<file path="src/rtl/sdtq_pkg.sv">
package sdtq_pkg;

    localparam int unsigned TimeW  = 48;
    localparam int unsigned DelayW = 32;
    localparam int unsigned TypeW  = 8;
    localparam int unsigned KeyW   = 32;
    localparam int unsigned IfaceW = 8;

    localparam logic [1:0] OP_ADD    = 2'd0;
    localparam logic [1:0] OP_EXPIRE = 2'd1;
    localparam logic [1:0] OP_REMOVE = 2'd2;

    localparam logic [1:0] KIND_ADD     = 2'd0;
    localparam logic [1:0] KIND_EXPIRED = 2'd1;
    localparam logic [1:0] KIND_REMOVE  = 2'd2;
    localparam logic [1:0] KIND_CLOSE   = 2'd3;

    localparam logic [1:0] STAT_OK       = 2'd0;
    localparam logic [1:0] STAT_FULL     = 2'd1;
    localparam logic [1:0] STAT_NOTFOUND = 2'd2;

    typedef struct packed {
        logic [TimeW-1:0]  deadline;
        logic [TypeW-1:0]  ttype;
        logic [KeyW-1:0]   key;
        logic [IfaceW-1:0] iface;
    } t_payload;

    typedef struct packed {
        logic     valid;
        t_payload data;
    } t_entry;

    typedef enum logic [1:0] {
        CMD_HOLD,
        CMD_INSERT,
        CMD_POP,
        CMD_REMOVE
    } t_cell_cmd;

    typedef struct packed {
        t_cell_cmd         cmd;
        t_payload          new_data;
        logic [TypeW-1:0]  rm_type;
        logic [KeyW-1:0]   rm_key;
        logic [IfaceW-1:0] rm_iface;
    } t_cell_ctrl;

    typedef enum logic {
        S_IDLE,
        S_EXEC
    } t_state;

endpackage

</file>
<file path="src/rtl/sdtq_cell.sv">
module sdtq_cell import sdtq_pkg::*; (
    input  logic       i_clk,
    input  logic       i_rst_n,
    input  t_cell_ctrl i_ctrl,
    input  t_entry     i_left,
    input  logic       i_left_gt,
    input  logic       i_left_seen,
    input  t_entry     i_right,
    output t_entry     o_entry,
    output logic       o_gt,
    output logic       o_seen
);

    logic     r_valid;
    t_payload r_data;
    t_entry   n_entry;
    logic     w_match;

    assign o_entry.valid = r_valid;
    assign o_entry.data  = r_data;

    // The new timer goes in front of every entry whose deadline is not earlier.
    assign o_gt    = r_valid && (i_ctrl.new_data.deadline > r_data.deadline);
    assign w_match = r_valid && (r_data.ttype == i_ctrl.rm_type)
                     && (r_data.key == i_ctrl.rm_key) && (r_data.iface == i_ctrl.rm_iface);
    assign o_seen  = i_left_seen || w_match;

    always_comb begin
        n_entry = o_entry;
        case (i_ctrl.cmd)
            CMD_INSERT: begin
                if (!o_gt) begin
                    if (i_left_gt) begin
                        n_entry.valid = 1'b1;
                        n_entry.data  = i_ctrl.new_data;
                    end else begin
                        n_entry = i_left;
                    end
                end
            end
            CMD_POP: begin
                n_entry = i_right;
            end
            CMD_REMOVE: begin
                if (o_seen) begin
                    n_entry = i_right;
                end
            end
            default: begin
                n_entry = o_entry;
            end
        endcase
    end

    always_ff @(posedge i_clk) begin
        if (!i_rst_n) begin
            r_valid <= 1'b0;
        end else begin
            r_valid <= n_entry.valid;
        end
    end

    always_ff @(posedge i_clk) begin
        r_data <= n_entry.data;
    end

endmodule

</file>
<file path="config.mk">
export PLATFORM = sky130hd
export DESIGN_NAME = sdtq_cell
export DESIGN_NICKNAME = d
export VERILOG_FILES = /design/src/rtl/sdtq_pkg.sv /design/src/rtl/sdtq_cell.sv
export SDC_FILE = /design/constraint.sdc
export NUM_CORES = 1
export LEC_CHECK = 0
export BUFFER_PORTS_ARGS = -buffer_cell sky130_fd_sc_hd__buf_4
export CORE_AREA = 5 5 169 171
export CTS_CLUSTER_DIAMETER = 30
export DETAILED_ROUTE_END_ITERATION = 12
export DIE_AREA = 0 0 174 176
export PLACE_DENSITY = 0.55
export REMOVE_ABC_BUFFERS = 1
export SLEW_MARGIN = 20
export SYNTH_ARGS = -nofsm -noshare
export SYNTH_HDL_FRONTEND = slang
export SYNTH_SLANG_ARGS = --single-unit
</file>
<file path="constraint.sdc">
create_clock -name i_clk -period 4.2 [get_ports i_clk]
set_input_delay 0.84 -clock i_clk [delete_from_list [all_inputs] [get_ports i_clk]]
set_output_delay 0.84 -clock i_clk [all_outputs]
set_load 0.02 [all_outputs]
</file>
==> run_results.csv <==
group,metric,value,unit
clock_tree,cts-root-buf,"clkbuf_16",
finish,final_nets,1490,
synthesis,avgSynthCellArea,9.969,um^2
timing,tns,0,ns
place,pre_cts_slack,0.4349,ns
route,wl,26.85,mm
synthesis,synth_cell_type_count,43,
clock_tree,clk_latency,0.35,ns
critical_path,crit_type,"primary input to output port",
grt,antenna_found_initial,0,
power,power.density,298.5,nW/um^2
route,num_vias,6529,
floorplanning,rows,60,
timing,rsz0062_at_grt,"no",
synthesis,async_flop_share,0,
finish,area_growth,60.46,%
finish,final_cells,1444,
route,postRouteAntennaNets,0,
synthesis,synth_cells,672,
grt,overflow,0,
critical_path,cp_common_cell,"buf_4",
grt,grtUsageMet2,0.3007,
floorplanning,die_h,176,um
synthesis,synth-seq-cells,97,
clock_tree,cts.path.max_buffers,2,
synthesis,synth_edf_count,96,
clock_tree,cts_sinks,97,
grt,grtUsageMet3,0.05075,
critical_path,start_kind,"primary input",
synthesis,ys_warn_count,0,
timing,period_share,0.8926,
grt,grt_pass1_wl,39.35,mm
timing,hold_violations,0,
critical_path,cp_slowest_stage_delay,0.40,ns
place,dpl-instance-area,10430,um^2
place,globalplace.congestion,0.8428,
synthesis,ys_seq_area_frac,0.4333,
floorplanning,start_util,0.2507,
clock_tree,cts_hold_buffers,0,
power,ir_drop,0.0001218,V
timing,setup_viol,0,
finish,num_antenna_cells,0,
timing,fmax,266.8,MHz
clock_tree,h-tree-depth,3,
clock_tree,post_cts_buffers,0,
finish,fill_cells,2702,
floorplanning,io_pins,443,
clock_tree,clkTransAtPathRegs,0.07,ns
status,status,"complete, no violations",
floorplanning,die_w,174,um
place,dp.cells,1428,
grt,grt_max_degree,84,
timing,fin_ws,0.4512,ns
finish,drive_above_1_share,0.4288,
synthesis,ys.flop_type,"edfxtp_1",
place,place_hpwl,22.58,mm
critical_path,reg2reg_from,"o_entry[69]",
clock_tree,tritoncts,"built",
timing,slew_viol_final,0,
critical_path,crit_path_start,"i_ctrl[117]",
timing,finalClockSkew,0.01282,ns
flow_run,cap_violations,0,
clock_tree,ctsResizeCount,0,
worst_hold_path,min_from,"r_valid",
critical_path,critPathMaxFanout,2,
timing,period_needed,3.749,ns
route,drc,0,
critical_path,cp.arrival,2.91,ns
synthesis,syn_area,6699,um^2
timing,relSlewSlack,0.4986,
route,viasPerCell,4.521,
floorplanning,dieArea,30620,um^2
critical_path,slowest_stage,"a221o_1",
place,io_buffers,442,
grt,busiest_layer,"met2",
worst_hold_path,hold_class,"flip-flop to flip-flop",
floorplanning,core,26730,um^2
route,drt-initial-drc-count,273,
route,wl_per_cell,18.60,um
finish,fin_area,10750,um^2
clock_tree,cts_buffers,9,
timing,worst_pin_slew,0.7521,ns
route,dr.pass1.iters,4,
critical_path,crit_required,3.36,ns
grt,gr-usage-all-layers,0.1664,
grt,met1_usage,0.1917,
critical_path,endpoint_kind,"output port",
critical_path,worstPathCellList,"buf_4 > ha_1 > a21oi_1 > o21ai_0 > a221o_1 > o311a_1 > o31ai_2 > inv_1 > buf_4",
grt,grt_pass1_vias,6820,
power,cellLeakagePower,5.194,nW
timing,hold_slack,0.5464,ns
-- placed cells by master, fill, tap and decap left out, types with 4 or more instances in the layout --
cell type	n
xor2_1	11
nand3_1	7
buf_12	4
nor4_1	6
clkbuf_16	9
a21oi_1	17
mux2i_1	97
edfxtp_1	96
xnor2_1	31
buf_4	444
inv_1	56
ha_1	48
nand2_1	112
nor2_1	5
nand4_1	14
o21ai_0	103
-- where the power goes --
part / leakage, nW / internal (mW) / switching (mW)
combinational: 4.06 / 0.513 / 0.514
clock: 0.158 / 0.529 / 0.391
sequential: 0.972 / 1.20 / 0.0645
-- per-stage QoR --
stage | power [mW] | util
3_3_place_gp | 2.317 | 0.3901
3_5_place_dp | 2.324 | 0.3901
2_1_floorplan | 1.716 | -
5_1_grt | 3.391 | 0.4022
4_1_cts | 3.269 | 0.4022
6_report | 3.209 | 0.4022
-- final timing paths --
path	endpoint	slack, ns	cells past startpoint
worst min register to register	r_valid	0.55	2
worst max register to register	o_entry[40]	1.14	9
worst max-delay path	o_gt	0.45	9
worst min-delay path	r_valid	0.55	2
-- state kept, by name (all words and copies together) (netlist names) --
register	flops
o_entry	96
r_valid	1
-- cells in the mapped netlist, drive strengths merged (5+ instances only) --
cell type / count / area share
a21oi: 17 / 0.013
buf: 5 / 0.0039
clkbuf: 29 / 0.016
edfxtp: 96 / 0.43
ha: 48 / 0.090
inv: 56 / 0.031
mux2i: 97 / 0.14
nand2: 112 / 0.063
nand3: 7 / 0.0052
nand4: 16 / 0.017
nor2: 5 / 0.0028
nor4: 8 / 0.011
o21ai: 104 / 0.078
xnor2: 31 / 0.041
xor2: 11 / 0.014
-- worst max-delay path, delay by kind of cell --
family          cells  cell delay (ns)
compound gates      5             1.37
fa+ha+maj           1             0.30
buf+inv             3             0.39
-- layer usage --
metal / up-vias / wire, um
met5: - / 0
met4: 0 / 446
met3: 20 / 2110
met2: 261 / 13650
met1: 2980 / 10640
li1: 3268 / -
-- cell families after synthesis --
| family | Yosys count | share of synthesized area |
|---|---|---|
| simple gates | 155 | 0.1055 |
| compound gates | 143 | 0.1201 |
| mux | 97 | 0.1449 |
| flops | 97 | 0.4333 |
| buf+inv | 90 | 0.05155 |
| fa+ha+maj | 48 | 0.08965 |
| xor+xnor | 42 | 0.05491 |
-- final cells by class --
cell class | count | area [um^2] | share of cell area
Multi-Input combinational cell | 485 | 3461 | 0.3220
Tap cell | 341 | 426.7 | 0.03969
Clock inverter | 7 | 98.84 | 0.009196
Sequential cell | 97 | 2903 | 0.2700
Timing Repair Buffer | 449 | 3425 | 0.3186
Inverter | 56 | 210.2 | 0.01956
Clock buffer | 9 | 225.2 | 0.02095
Note: power is estimated with default switching activity, not from simulation.
